<file path="src/rtl/mbsp_pkg.sv">
// ----------------------------------------------------------------------------
// MIDI byte stream parser package
// Shared types, event codes and decode helpers for the parser modules.
// ----------------------------------------------------------------------------
package mbsp_pkg;

   localparam int BYTE_W   = 8;
   localparam int KIND_W   = 4;
   localparam int CHAN_W   = 5;
   localparam int FIRST_W  = 9;
   localparam int SECOND_W = 14;
   localparam int OFFSET_W = 7;
   localparam int DATA_W   = 7;
   localparam int RSP_DATA_W = 40;

   localparam logic [KIND_W-1:0] EV_NONE        = 4'd0;
   localparam logic [KIND_W-1:0] EV_NOTE_ON     = 4'd1;
   localparam logic [KIND_W-1:0] EV_NOTE_OFF    = 4'd2;
   localparam logic [KIND_W-1:0] EV_CC          = 4'd3;
   localparam logic [KIND_W-1:0] EV_BEND        = 4'd4;
   localparam logic [KIND_W-1:0] EV_CHAN_PRESS  = 4'd5;
   localparam logic [KIND_W-1:0] EV_PROGRAM     = 4'd6;
   localparam logic [KIND_W-1:0] EV_POLY_PRESS  = 4'd7;
   localparam logic [KIND_W-1:0] EV_CLOCK       = 4'd8;
   localparam logic [KIND_W-1:0] EV_START       = 4'd9;
   localparam logic [KIND_W-1:0] EV_CONTINUE    = 4'd10;
   localparam logic [KIND_W-1:0] EV_STOP        = 4'd11;
   localparam logic [KIND_W-1:0] EV_SYSEX_START = 4'd12;
   localparam logic [KIND_W-1:0] EV_SYSEX_DATA  = 4'd13;
   localparam logic [KIND_W-1:0] EV_SYSEX_END   = 4'd14;

   // Running kind 8 marks an open SysEx.
   localparam logic [KIND_W-1:0] RUN_SYSEX_OPEN = 4'd8;

   localparam logic [BYTE_W-1:0] ST_SYSEX_START = 8'd240;
   localparam logic [BYTE_W-1:0] ST_SYSEX_END   = 8'd247;
   localparam logic [BYTE_W-1:0] ST_RT_CLOCK    = 8'd248;
   localparam logic [BYTE_W-1:0] ST_RT_START    = 8'd250;
   localparam logic [BYTE_W-1:0] ST_RT_CONTINUE = 8'd251;
   localparam logic [BYTE_W-1:0] ST_RT_STOP     = 8'd252;

   localparam logic [0:0] CSR_NOTE_OFFSET = 1'd0;
   localparam logic [0:0] CSR_THRU_ENABLE = 1'd1;

   localparam logic [OFFSET_W-1:0] NOTE_OFFSET_RESET = 7'h73; // -13

   typedef struct packed {
      logic [OFFSET_W-1:0] note_offset;
      logic                thru_enable;
   } cfg_type;

   typedef struct packed {
      logic [BYTE_W-1:0]   echo_byte;
      logic                echo_valid;
      logic                sysex_aborted;
      logic [SECOND_W-1:0] second_value;
      logic [FIRST_W-1:0]  first_value;
      logic [CHAN_W-1:0]   chan_num;
      logic [KIND_W-1:0]   event_kind;
   } result_type;

   // Channel message kind from the high nibble of a channel status byte.
   function automatic logic [KIND_W-1:0] kind_of_status(input logic [2:0] hi);
      logic [KIND_W-1:0] k;
      unique case (hi)
         3'd0:    k = EV_NOTE_OFF;
         3'd1:    k = EV_NOTE_ON;
         3'd2:    k = EV_POLY_PRESS;
         3'd3:    k = EV_CC;
         3'd4:    k = EV_PROGRAM;
         3'd5:    k = EV_CHAN_PRESS;
         3'd6:    k = EV_BEND;
         default: k = EV_NONE;
      endcase
      return k;
   endfunction

endpackage

</file>
<file path="src/rtl/mbsp_decode.sv">
// ----------------------------------------------------------------------------
// MIDI byte decoder
// Holds running status, channel and pending first data byte, and decodes
// one received byte into one event result.
// ----------------------------------------------------------------------------
module mbsp_decode (
   input  logic                        clock,
   input  logic                        reset,
   input  logic                        accept,
   input  logic [mbsp_pkg::BYTE_W-1:0] rx_byte,
   input  mbsp_pkg::cfg_type           cfg,
   output mbsp_pkg::result_type        result
);
   import mbsp_pkg::*;

   logic [KIND_W-1:0] run_kind_ff, run_kind_in;
   logic [CHAN_W-1:0] run_chan_ff, run_chan_in;
   logic [DATA_W-1:0] pend_data_ff, pend_data_in;
   logic              pend_valid_ff, pend_valid_in;

   logic [FIRST_W-1:0] note_sum;

   assign note_sum = {2'b00, pend_data_ff} + {{2{cfg.note_offset[OFFSET_W-1]}}, cfg.note_offset};

   always_comb begin
      run_kind_in   = run_kind_ff;
      run_chan_in   = run_chan_ff;
      pend_data_in  = pend_data_ff;
      pend_valid_in = pend_valid_ff;

      result               = '0;
      result.echo_valid    = cfg.thru_enable;
      result.echo_byte     = cfg.thru_enable ? rx_byte : '0;

      if (rx_byte[BYTE_W-1]) begin
         if (rx_byte >= ST_RT_CLOCK) begin
            // Realtime bytes pass through without touching any state.
            priority if (rx_byte == ST_RT_CLOCK)    result.event_kind = EV_CLOCK;
            else if (rx_byte == ST_RT_START)        result.event_kind = EV_START;
            else if (rx_byte == ST_RT_CONTINUE)     result.event_kind = EV_CONTINUE;
            else if (rx_byte == ST_RT_STOP)         result.event_kind = EV_STOP;
            else                                    result.event_kind = EV_NONE;
         end else if (run_kind_ff == RUN_SYSEX_OPEN && rx_byte == ST_SYSEX_END) begin
            result.event_kind  = EV_SYSEX_END;
            result.first_value = {1'b0, rx_byte};
            run_kind_in        = EV_NONE;
            pend_valid_in      = 1'b0;
         end else begin
            result.sysex_aborted = (run_kind_ff == RUN_SYSEX_OPEN);
            pend_valid_in        = 1'b0;
            if (rx_byte < ST_SYSEX_START) begin
               run_kind_in = kind_of_status(rx_byte[6:4]);
               run_chan_in = {1'b0, rx_byte[3:0]} + 5'd1;
            end else if (rx_byte == ST_SYSEX_START) begin
               run_kind_in        = RUN_SYSEX_OPEN;
               result.event_kind  = EV_SYSEX_START;
               result.first_value = {1'b0, rx_byte};
            end else begin
               run_kind_in = EV_NONE;
            end
         end
      end else begin
         if (run_kind_ff == RUN_SYSEX_OPEN) begin
            result.event_kind  = EV_SYSEX_DATA;
            result.first_value = {1'b0, rx_byte};
         end else if (run_kind_ff == EV_CHAN_PRESS || run_kind_ff == EV_PROGRAM) begin
            result.event_kind   = run_kind_ff;
            result.chan_num     = run_chan_ff;
            result.second_value = {7'd0, rx_byte[DATA_W-1:0]};
         end else if (run_kind_ff != EV_NONE && run_kind_ff <= EV_POLY_PRESS) begin
            if (!pend_valid_ff) begin
               pend_data_in  = rx_byte[DATA_W-1:0];
               pend_valid_in = 1'b1;
            end else begin
               pend_valid_in   = 1'b0;
               result.chan_num = run_chan_ff;
               if (run_kind_ff == EV_NOTE_ON || run_kind_ff == EV_NOTE_OFF) begin
                  // A note on with zero velocity is a note off.
                  result.event_kind   = (run_kind_ff == EV_NOTE_ON && rx_byte == '0)
                                        ? EV_NOTE_OFF : run_kind_ff;
                  result.first_value  = note_sum;
                  result.second_value = {7'd0, rx_byte[DATA_W-1:0]};
               end else if (run_kind_ff == EV_BEND) begin
                  // Subtracting the center flips the top bit of the 14-bit word.
                  result.event_kind   = EV_BEND;
                  result.second_value = {~rx_byte[DATA_W-1], rx_byte[DATA_W-2:0], pend_data_ff};
               end else begin
                  result.event_kind   = run_kind_ff;
                  result.first_value  = {2'b00, pend_data_ff};
                  result.second_value = {7'd0, rx_byte[DATA_W-1:0]};
               end
            end
         end
      end
   end

   always_ff @(posedge clock) begin
      if (reset) begin
         run_kind_ff   <= EV_NONE;
         run_chan_ff   <= '0;
         pend_data_ff  <= '0;
         pend_valid_ff <= 1'b0;
      end else if (accept) begin
         run_kind_ff   <= run_kind_in;
         run_chan_ff   <= run_chan_in;
         pend_data_ff  <= pend_data_in;
         pend_valid_ff <= pend_valid_in;
      end
   end

endmodule

</file>
<file path="src/rtl/mbsp_out_skid.sv">
// ----------------------------------------------------------------------------
// Result output buffer
// Output register with a skid entry so a new request is taken while a
// result waits on the response side.
// ----------------------------------------------------------------------------
module mbsp_out_skid (
   input  logic                 clock,
   input  logic                 reset,
   input  logic                 in_valid,
   output logic                 in_ready,
   input  mbsp_pkg::result_type in_data,
   output logic                 out_valid,
   input  logic                 out_ready,
   output mbsp_pkg::result_type out_data
);
   import mbsp_pkg::*;

   result_type main_ff, skid_ff;
   logic       main_valid_ff, skid_valid_ff;
   logic       in_fire, out_fire;

   assign in_ready  = !skid_valid_ff;
   assign in_fire   = in_valid && in_ready;
   assign out_fire  = main_valid_ff && out_ready;
   assign out_valid = main_valid_ff;
   assign out_data  = main_ff;

   always_ff @(posedge clock) begin
      if (reset) begin
         main_valid_ff <= 1'b0;
         skid_valid_ff <= 1'b0;
      end else if (out_fire) begin
         if (skid_valid_ff) begin
            skid_valid_ff <= 1'b0;
         end else begin
            main_valid_ff <= in_fire;
         end
      end else if (in_fire) begin
         if (!main_valid_ff) begin
            main_valid_ff <= 1'b1;
         end else begin
            skid_valid_ff <= 1'b1;
         end
      end
   end

   always_ff @(posedge clock) begin
      if (out_fire) begin
         main_ff <= skid_valid_ff ? skid_ff : in_data;
      end else if (in_fire && !main_valid_ff) begin
         main_ff <= in_data;
      end
      if (in_fire && main_valid_ff && !out_fire) begin
         skid_ff <= in_data;
      end
   end

endmodule

</file>
<file path="src/rtl/midi_byte_stream_parser.sv">
// Latency: a result is registered in the output buffer before it appears on the response side.
// Throughput: one byte per cycle while the output buffer has room; the running-status decode is a single stage.
// A two-entry output buffer takes one more request while the response side stalls.
// Reset is synchronous and active high: running status, pending data and the
// output buffer are cleared, note_offset returns to -13 and thru to off.
// ----------------------------------------------------------------------------
// MIDI byte stream parser
// Decodes a stream of MIDI bytes with running status into one event result per byte.
// ----------------------------------------------------------------------------
module midi_byte_stream_parser (
   input  logic                            clock,
   input  logic                            reset,
   input  logic                            req_tvalid,
   output logic                            req_tready,
   input  logic [7:0]                      req_tdata,  // [7:0] rx_byte
   output logic                            rsp_tvalid,
   input  logic                            rsp_tready,
   // [4:0] chan_num, [13:5] first_value, [27:14] second_value,
   // [28] sysex_aborted, [29] echo_valid, [37:30] echo_byte, [39:38] zero
   output logic [mbsp_pkg::RSP_DATA_W-1:0] rsp_tdata,
   output logic [mbsp_pkg::KIND_W-1:0]     rsp_tuser,  // [3:0] event_kind
   input  logic                            csr_valid,
   output logic                            csr_ready,
   input  logic [0:0]                      csr_index,
   input  logic [mbsp_pkg::OFFSET_W-1:0]   csr_data
);
   import mbsp_pkg::*;

   cfg_type    cfg_ff;
   result_type dec_result, out_result;
   logic       req_fire;

   assign csr_ready = 1'b1;
   assign req_fire  = req_tvalid && req_tready;

   always_ff @(posedge clock) begin
      if (reset) begin
         cfg_ff.note_offset <= NOTE_OFFSET_RESET;
         cfg_ff.thru_enable <= 1'b0;
      end else if (csr_valid) begin
         unique case (csr_index)
            CSR_NOTE_OFFSET: cfg_ff.note_offset <= csr_data;
            CSR_THRU_ENABLE: cfg_ff.thru_enable <= csr_data[0];
            default:         cfg_ff <= cfg_ff;
         endcase
      end
   end

   mbsp_decode u_decode (
      .clock   (clock),
      .reset   (reset),
      .accept  (req_fire),
      .rx_byte (req_tdata),
      .cfg     (cfg_ff),
      .result  (dec_result)
   );

   mbsp_out_skid u_out (
      .clock     (clock),
      .reset     (reset),
      .in_valid  (req_tvalid),
      .in_ready  (req_tready),
      .in_data   (dec_result),
      .out_valid (rsp_tvalid),
      .out_ready (rsp_tready),
      .out_data  (out_result)
   );

   assign rsp_tuser = out_result.event_kind;
   assign rsp_tdata = {2'b00, out_result.echo_byte, out_result.echo_valid,
                       out_result.sysex_aborted, out_result.second_value,
                       out_result.first_value, out_result.chan_num};

endmodule

</file>
<file path="config.mk">
export PLATFORM = sky130hd
export DESIGN_NAME = midi_byte_stream_parser
export DESIGN_NICKNAME = d
export VERILOG_FILES = /design/src/rtl/mbsp_pkg.sv /design/src/rtl/mbsp_decode.sv /design/src/rtl/mbsp_out_skid.sv /design/src/rtl/midi_byte_stream_parser.sv
export SDC_FILE = /design/constraint.sdc
export NUM_CORES = 1
export LEC_CHECK = 0
export BUFFER_PORTS_ARGS = -buffer_cell sky130_fd_sc_hd__buf_2
export CORE_UTILIZATION = 60
export DETAILED_ROUTE_END_ITERATION = 6
export PLACE_DENSITY = 0.82
export SLEW_MARGIN = 0
export SYNTH_ARGS = -nofsm -noshare
export SYNTH_HDL_FRONTEND = slang
export SYNTH_HIERARCHICAL = 1
export SYNTH_SLANG_ARGS = --single-unit
</file>
<file path="constraint.sdc">
create_clock -name clock -period 7.5 [get_ports clock]
set_input_delay 0 -clock clock [delete_from_list [all_inputs] [get_ports clock]]
set_output_delay 0 -clock clock [all_outputs]
set_load 0.005 [all_outputs]
</file>
==> results.yml, run 1 <==
critical_path:
  cpPeakStageDelay_ns: 0.42
  cp.required_ns: 7.63
  start_kind: "flop"
  cp_slowest_cell: "fa_1"
  crit_chain: "ha_1 > fa_1 > a211oi_1 > nor3b_1 > o31ai_1 > xor2_1 > nor2_1 > mux2_2"
  end_kind: "flop"
  crit_type: "flop to flop"
  critPathArrivalTime_ns: 2.66
  crit_path_max_fanout: 3
power:
  ir_drop_mv: 0.1162
  pwr-share-clk: 0.300
  power.leakage_nw: 2.304
  seq_power_share: 0.593
  p_per_area_nw_per_um2: 200.0
  switching_share: 0.2438
  power.switching_w: 0.0002912
  p_comb_frac: 0.107
  intPower_w: 0.0009033
clock_network:
  cts_root_buf: "clkbuf_8"
  ctsResizeCount: 0
  cts_tree: "built"
  h-tree-depth: 3
  clockBufferDepth: 2
  clkTransAtPathRegs_ns: 0.10
  cts.sinks: 111
  cts_buffers: 9
  post_cts_buffers: 0
  clk_latency_ns: 0.37
sta:
  tightest_slew_ns: 0.6949
  rsz0062_at_grt: "false"
  finClkSkew_ns: 0.01391
  slew_headroom: 0.5318
  setup_viol: 0
  min_period_ns: 2.534
  fmax_mhz: 394.6
  setup_tns_ns: 0
  timing.final.crit_share: 0.3379
  drv_slew: 0
  hold_violations: 0
flow_run:
  drv_cap: 0
finish:
  n_antenna_cell: 0
  drive_above_1_share: 0.2639
  multiInputGateArea_um2: 2047
  utilization: 0.7126
  area_growth_pct: 12.33
  nets: 532
  seqCellArea_um2: 3063
  fillCellCount: 606
route:
  drt-wirelength-per-cell_um: 18.62
  drc: 0
  num_vias: 3677
  drtAntennaViolNets: 0
  drt_pass1_iterations: 5
  wirelength_mm: 11.34
  routed_via_density: 6.038
  first_iter_violations: 239
place:
  place_congestion: 0.8611
  hpwlAfterDp_mm: 7.392
  io_buffers: 64
logic_synthesis:
  synth_edf_count: 84
  synth_top_area_frac: 0.4744
  synth_compound_area_frac: 0.07929
  synth_top_family_by_area: "simple AND/OR/NAND/NOR gates"
  synth_top_flop_cell: "edfxtp_1"
  syn_inst: 432
  synth_cell_types: 61
  synth-warning-count: 6
  synth_simple_gate_area_frac: 0.1329
  synthesis.area_um2: 5318
  async_flop_share: 0
  synthAdderAreaFrac: 0.02965
  synth-xor-area-share: 0.01482
  synth_area_leaders: "edfxtp_1 47%, dfxtp_1 10%, mux2_2 8.3%"
  ys_seq_elements: 111
  synth_top_area_cell: "edfxtp_1"
  yosysSeqAreaShare: 0.5760
  syn_area_per_cell_um2: 12.31
  synthMuxAreaShare: 0.1231
hold_path:
  hold_path_class: "input pin to flop"
floorplan:
  die_w_um: 96.14
  die_area_um2: 9243
  core-area_um2: 8382
  rows: 33
  die_h_um: 96.14
  ios: 68
  initial_utilization: 0.6344
global_routing:
  grt_pass1_vias: 3497
  gr-total-overflow: 0
  grt_pass1_wl_mm: 17.65
  antenna_found_initial: 0
  grt.total_usage: 0.2595
  grt_max_degree: 43
run_status:
  status: "complete, no violations"
[power by group through the flow]
stage	registers [W]	clock network, W	logic [W]
4_1_cts	0.000708	0.000362	0.000127
3_5_place_dp	0.000722	0	0.000121
3_3_place_gp	0.000721	0	0.000116
5_1_grt	0.000712	0.000384	0.000140
6_report	0.000708	0.000358	0.000128
2_1_floorplan	0.000723	0	0.0000757
[synthesized netlist by cell type (all sizes together), types with 4 or more instances]
master,instances
and3,5
nor3,8
dfxtp,27
xnor2,4
or2,5
a21oi,25
a211oi,8
nand3,8
xor2,5
mux2i,17
edfxtp,84
mux2,42
nor3b,4
nor2,41
ha,11
clkbuf,11
inv,11
buf,16
and2,18
nand4,4
nand2,25
o21ai,15
[kinds of logic after synthesis]
family                   after synthesis
AO/OA/AOI/OAI                         68
XOR/XNOR                               9
adder cells (fa/ha/maj)               12
buffers and inverters                 38
flip-flops                           111
multiplexers                          59
other                                  2
AND/OR/NAND/NOR                      133
[flip-flops by register name, summed over array words and instances (netlist names)]
name	count
u_out/out_data	42
u_out/skid_ff	42
cfg_ff	8
u_decode/pend_data_ff	7
u_decode/run_chan_ff	5
u_decode/run_kind_ff	4
u_decode/pend_valid_ff	1
u_out/out_valid	1
u_out/skid_valid_ff	1
[placed cells by master (no fill, tap or decap), types with 6 or more instances in the layout]
| master | n |
|---|---|
| inv_1 | 11 |
| ha_1 | 11 |
| nand3_1 | 7 |
| dfxtp_1 | 27 |
| nor3_1 | 6 |
| edfxtp_1 | 84 |
| buf_2 | 64 |
| dlygate4sd3_1 | 16 |
| a211oi_1 | 8 |
| a21oi_1 | 25 |
| and2_1 | 16 |
| nand2_1 | 25 |
| mux2_2 | 39 |
| clkbuf_8 | 9 |
| mux2i_1 | 17 |
| o21ai_0 | 9 |
| nor2_1 | 41 |
[metal layers]
metal  global-route usage  routed length [µm]  vias up
met4              0.08706                 257        0
met2               0.4385                5666      146
met1               0.3328                4739     1791
met5                    0                   0        -
li1                     -                   -     1715
met3              0.05213                 679       25
[stage by stage]
step	hold slack, ns	setup WS [ns]	cells	power, W	area, µm²
after floorplan	0.06907	3.384	433	0.0007986	5321
after global placement	0.2529	5.149	577	0.0008371	5618
after detailed placement	0.2657	5.034	577	0.0008429	5618
after CTS	0.0002365	5.026	609	0.001197	5973
after global routing	0.005121	4.890	609	0.001237	5973
final	0.01315	4.966	609	0.001194	5973
[layout make-up]
class	instances	share of cell area
repair buffers	82	0.08295
clock inverters	5	0.01068
well taps	105	0.02199
clock buffers	11	0.02199
flip-flops and latches	111	0.5128
inverters	11	0.006912
multi-input cells	284	0.3427
[path summary, 6_finish.rpt]
check	from	end	slack, ns	cells after the start
worst max-delay path	cfg_ff[1]	u_out/out_data[17]	4.97	8
worst min-delay path	csr_index	cfg_ff[3]	0.01	3
worst max register to register	cfg_ff[1]	u_out/out_data[17]	4.97	8
worst min register to register	u_decode/run_chan_ff[4]	u_decode/run_chan_ff[4]	0.48	2
[critical path, delay by kind of cell (launching register included)]
family | cells | cell delay (ns)
AOI/OAI and AO/OA | 2 | 0.60
xor gates and xnor gates | 1 | 0.18
DFF | 1 | 0.35
adders and majority gates | 2 | 0.67
muxes | 1 | 0.29
and+or+nand+nor | 2 | 0.23
[timing repair]
action,4_1_cts,5_1_grt
hold buffers,16,0
endpoints found under the hold margin,10,0
endpoints found under the setup margin,0,0
Note: power is estimated with default switching activity, not from simulation.
==> run 2: changes to the inputs <==
--- a/config.mk
+++ b/config.mk
@@ -6,9 +6,9 @@
 export NUM_CORES = 1
 export LEC_CHECK = 0
 export BUFFER_PORTS_ARGS = -buffer_cell sky130_fd_sc_hd__buf_2
-export CORE_UTILIZATION = 60
+export CORE_UTILIZATION = 52
 export DETAILED_ROUTE_END_ITERATION = 6
-export PLACE_DENSITY = 0.82
+export PLACE_DENSITY = 0.76
 export SLEW_MARGIN = 0
 export SYNTH_ARGS = -nofsm -noshare
 export SYNTH_HDL_FRONTEND = slang
==> constraint.sdc (replaced) <==
create_clock -name clock -period 2.2 [get_ports clock]
set_input_delay 0 -clock clock [delete_from_list [all_inputs] [get_ports clock]]
set_output_delay 0 -clock clock [all_outputs]
set_load 0.005 [all_outputs]
==> run 2 against run 1 <==
Against the previous run: the run now ends with negative setup slack left; sequential share of layout area fell by 2.1 points; largest power group unchanged; largest cell class unchanged; clock skew rose by 0.0013 ns; worst hold slack improved by 0.013 ns; global-route usage fell by 3.6 points.
==> results.yml, run 2 (same netlist as run 1, synthesis figures left out) <==
run_status:
  status: "finished with violations"
  violations: "negative setup slack"
finish:
  layout_commonest_cell: "edfxtp_1"
  nets: 552
  multiInputGateArea_um2: 2117
  final_cells: 657
  n_antenna_cell: 0
  seqCellArea_um2: 3068
  area_growth_pct: 17.39
  drive_above_1_share: 0.3111
  final_cell_mix: "84 x edfxtp_1, 64 x buf_2, 41 x nor2_1, 38 x mux2_2"
  fillCellCount: 761
floorplan:
  die_area_um2: 10630
  rows: 36
  core-area_um2: 9864
  die_w_um: 103.1
  ios: 68
  initial_utilization: 0.5391
  die_h_um: 103.1
critical_path:
  crit_path_max_fanout: 4
  crit_chain: "ha_4 > fa_2 > a211oi_4 > nor3b_4 > o31ai_2 > xor2_1 > nor2_1 > mux2_4"
  end_kind: "flop"
  critPathArrivalTime_ns: 2.41
  cpPeakStageDelay_ns: 0.37
  cp_num_buf_inv: 0
  cp_slowest_cell: "fa_2"
  cp.required_ns: 2.34
  crit_type: "flop to flop"
  start_kind: "flop"
  critical-path-top-delay-family: "adder cells"
clock_network:
  cts_buffers: 9
  clkTransAtPathRegs_ns: 0.10
  h-tree-depth: 3
  clockBufferDepth: 2
  cts_tree: "built"
  cts_root_buf: "clkbuf_8"
  clk_latency_ns: 0.38
  cts.sinks: 111
global_routing:
  grt_pass1_vias: 3527
  grt_max_degree: 43
  gr-total-overflow: 0
  grt_pass1_wl_mm: 17.55
  antenna_found_initial: 0
  grt.total_usage: 0.2235
power:
  power.leakage_nw: 2.427
  pwr-share-clk: 0.279
  intPower_w: 0.002998
  p_per_area_nw_per_um2: 644.3
  switching_share: 0.2545
  ir_drop_mv: 0.4484
  p_comb_frac: 0.123
  power.switching_w: 0.001023
  seq_power_share: 0.598
sta:
  fmax_mhz: 440.6
  tightest_slew_ns: 0.7689
  slew_headroom: 0.4855
  setup_ws_ns: -0.06948
  timing.final.crit_share: 1.032
  setup_viol: 1
  min_period_ns: 2.269
  rsz0062_at_grt: "true"
  finClkSkew_ns: 0.01523
  hold_violations: 0
  drv_slew: 0
  setup_tns_ns: -0.06948
place:
  place_congestion: 0.9011
  io_buffers: 64
  hpwlAfterDp_mm: 7.560
  dpl.cell_count: 622
route:
  wirelength_mm: 11.50
  drc: 0
  routed_via_density: 5.607
  drt_pass1_iterations: 5
  num_vias: 3684
  first_iter_violations: 233
  drtAntennaViolNets: 0
  drt-wirelength-per-cell_um: 17.51
flow_run:
  drv_cap: 0
hold_path:
  hold_path_class: "input pin to flop"
-- run 2: final timing paths --
kind / end / start / slack [ns] / depth (start not counted)
setup / recovery: u_out/out_data[17] / u_decode/pend_data_ff[0] / -0.07 / 8
hold / removal: u_decode/run_chan_ff[0] / req_tdata[0] / 0.03 / 3
setup reg to reg: u_out/out_data[17] / u_decode/pend_data_ff[0] / -0.07 / 8
hold reg to reg: u_decode/run_chan_ff[4] / u_decode/run_chan_ff[4] / 0.49 / 2
-- run 2: per-stage QoR --
stage | hold WS (ns) | util | total power [W] | area [µm²] | worst slack (ns)
global route | 0.01564 | 0.6328 | 0.004162 | 6242 | -0.1580
CTS | 0.004850 | 0.6282 | 0.004031 | 6197 | -0.05779
detailed placement | 0.2652 | 0.5897 | 0.002905 | 5817 | -0.1465
finish | 0.02571 | 0.6328 | 0.004022 | 6242 | -0.06948
floorplan | 0.06907 | - | 0.002719 | 5341 | 0.01384
global placement | 0.2521 | 0.5897 | 0.002889 | 5817 | -0.08010
-- run 2: routing by layer --
layer  GRT usage  up-vias  routed length, µm
met5           0        -                  0
met2      0.3769      140               5684
met3     0.04339       30                542
met4     0.09751        0                295
li1            -     1753                  -
met1      0.2806     1761               4978
-- run 2: worst min-delay path: cells and delay by family --
family / cells / cell delay, ns
AO/OA/AOI/OAI: 1 / 0.08
buffers and inverters: 2 / 0.27
-- run 2: area by class of cell --
class,instances,area share
clock buffers,10,0.02044
clock inverters,6,0.007416
inverters,11,0.006615
multi-input cells,284,0.3391
flip-flops and latches,111,0.4915
well taps,133,0.02666
repair buffers,102,0.1082
-- run 2: timing repair --
| item | in CTS | in global routing |
|---|---|---|
| resized for setup | 7 | 9 |
| buffers inserted | 0 | 1 |
| hold endpoints to repair | 9 | 0 |
| hold buffers | 18 | 0 |
| endpoints found under the setup margin | 2 | 6 |
| pin swaps | 1 | 4 |
-- run 2: power by group through the flow --
stage | registers, W | logic [W] | clock network, W
floorplan | 0.00246 | 0.000262 | 0
global placement | 0.00245 | 0.000441 | 0
detailed placement | 0.00245 | 0.000452 | 0
CTS | 0.00241 | 0.000478 | 0.00115
global route | 0.00242 | 0.000538 | 0.00120
finish | 0.00241 | 0.000494 | 0.00112
==> run 3: changes to the inputs <==
==> constraint.sdc (replaced) <==
create_clock -name clock -period 2 [get_ports clock]
set_input_delay 0 -clock clock [delete_from_list [all_inputs] [get_ports clock]]
set_output_delay 0 -clock clock [all_outputs]
set_load 0.005 [all_outputs]
==> run 3 against run 2 <==
Against the previous run: the flow still finishes with violations (negative setup slack); combinational power increased by 19%; via count is 3.1% higher; clock power up 21%; critical path depth up 1; worst hold slack lost 0.015 ns; final area increased by 4.9%.
==> results.yml, run 3 (same netlist as run 1, synthesis figures left out) <==
sta:
  timing.final.crit_share: 1.123
  slew_headroom: 0.5885
  min_period_ns: 2.247
  tightest_slew_ns: 0.6173
  setup_ws_ns: -0.2466
  hold_violations: 0
  drv_slew: 0
  finClkSkew_ns: 0.01131
  rsz0062_at_grt: "true"
  setup_tns_ns: -1.465
  fmax_mhz: 445.1
  whs_ns: 0.01097
  setup_viol: 20
critical_path:
  start_kind: "flop"
  r2r_end: "u_out/out_data[13]"
  worst_r2r_path_depth: 9
  r2r_start: "cfg_ff[1]"
  cp.required_ns: 2.13
  critPathLaunch: "cfg_ff[1]"
  crit_type: "flop to flop"
  crit_path_max_fanout: 2
  critPathArrivalTime_ns: 2.38
  regToRegSetupSlack_ns: -0.25
  end_kind: "flop"
  crit_end: "u_out/out_data[13]"
hold_path:
  hp-start: "csr_index"
  worstHoldPathCells: 3
  hold_path_class: "input pin to flop"
floorplan:
  die_w_um: 103.1
  ios: 68
  core-area_um2: 9864
  die_h_um: 103.1
  die_area_um2: 10630
  rows: 36
  initial_utilization: 0.5391
route:
  first_iter_violations: 249
  drc: 0
  wirelength_mm: 11.83
  drt-wirelength-per-cell_um: 17.47
  num_vias: 3798
  drt_pass1_iterations: 5
  routed_via_density: 5.610
  drtAntennaViolNets: 0
place:
  hpwlAfterDp_mm: 7.926
  io_buffers: 64
  place_congestion: 0.9065
  place_area_um2: 5969
power:
  power.leakage_nw: 2.568
  p_per_area_nw_per_um2: 701.4
  ir_drop_mv: 0.3639
global_routing:
  gr-total-overflow: 0
  grt_pass1_wl_mm: 18.28
  antenna_found_initial: 0
  grt.total_usage: 0.2316
  grt_max_degree: 43
  grt_pass1_vias: 3647
clock_network:
  cts.sinks: 111
  clkTransAtPathRegs_ns: 0.10
  cts_root_buf: "clkbuf_8"
  clockBufferDepth: 2
  h-tree-depth: 3
  cts_buffers: 9
  cts_tree: "built"
  clk_latency_ns: 0.37
finish:
  nets: 572
  utilization: 0.6635
  layout_commonest_cell: "edfxtp_1"
  drive_above_1_share: 0.3768
  stdcell_area_um2: 6545
  n_antenna_cell: 0
  area_growth_pct: 23.08
  final_cell_mix: "84 x edfxtp_1, 64 x buf_2, 39 x buf_4, 38 x nor2_1, 34 x mux2_2"
run_status:
  status: "finished with violations"
  violations: "negative setup slack"
flow_run:
  drv_cap: 0
run 3: cell count changes in the layout (fill, tap and decap cells not counted), moves of 3 or more:
cell | previous run | this run
dlygate4sd3_1 | 18 | 15
buf_4 | 18 | 39
nor2_1 | 41 | 38
mux2_2 | 38 | 34
mux2_4 | 4 | 8
run 3: area by class of cell:
class | instances | area (µm²)
Timing Repair Buffer | 122 | 825.8
Clock buffer | 10 | 127.6
Tap cell | 133 | 166.4
Multi-Input combinational cell | 284 | 2245
Sequential cell | 111 | 3069
Inverter | 11 | 41.29
Clock inverter | 6 | 70.07
Fill cell | 745 | 3319
run 3: critical path: stages, from the launching register on:
cell	delay, ns
dfxtp_2	0.35
ha_4	0.16
fa_2	0.37
a211oi_4	0.26
buf_4	0.17
nor2_4	0.04
nor2_4	0.14
o31ai_4	0.07
a22o_1	0.20
mux2_4	0.25
run 3: routing by layer:
layer | share of wire | wire length, µm | track usage
met4 | 0.030 | 354 | 0.09101
met2 | 0.49 | 5818 | 0.3923
met5 | 0 | 0 | 0
met1 | 0.44 | 5164 | 0.2993
met3 | 0.042 | 492 | 0.03593
run 3: worst min-delay path by stage:
stage                               to  slack (ns)
2_1_floorplan          u_out/out_valid        0.06
3_3_place_gp                 cfg_ff[5]        0.25
3_5_place_dp                 cfg_ff[5]        0.27
4_1_cts                      cfg_ff[3]      0.0004
5_1_grt        u_decode/run_chan_ff[4]        0.02
6_report                     cfg_ff[3]        0.01
run 3: stage by stage:
step / worst slack [ns] / power [W] / std cells
after floorplan: -0.1222 / 0.002998 / 433
after global placement: -0.1654 / 0.003197 / 637
after detailed placement: -0.2383 / 0.003212 / 637
after CTS: -0.2272 / 0.004564 / 670
after global routing: -0.2777 / 0.004748 / 677
final: -0.2466 / 0.004591 / 677
run 3: report_power, final:
| part | leakage (nW) | switching (W) | internal (W) | total [W] |
|---|---|---|---|---|
| clock network | 0.0960 | 0.000765 | 0.000589 | 0.00135 |
| logic | 1.47 | 0.000330 | 0.000261 | 0.000590 |
| registers | 0.997 | 0.0000487 | 0.00260 | 0.00265 |
run 3: timing repair:
item,CTS,global route
endpoints found under the hold margin,11,0
gates resized for setup,7,31
hold buffers,15,0
pin swaps,9,12
buffers inserted,2,8
endpoints found under the setup margin,5,27
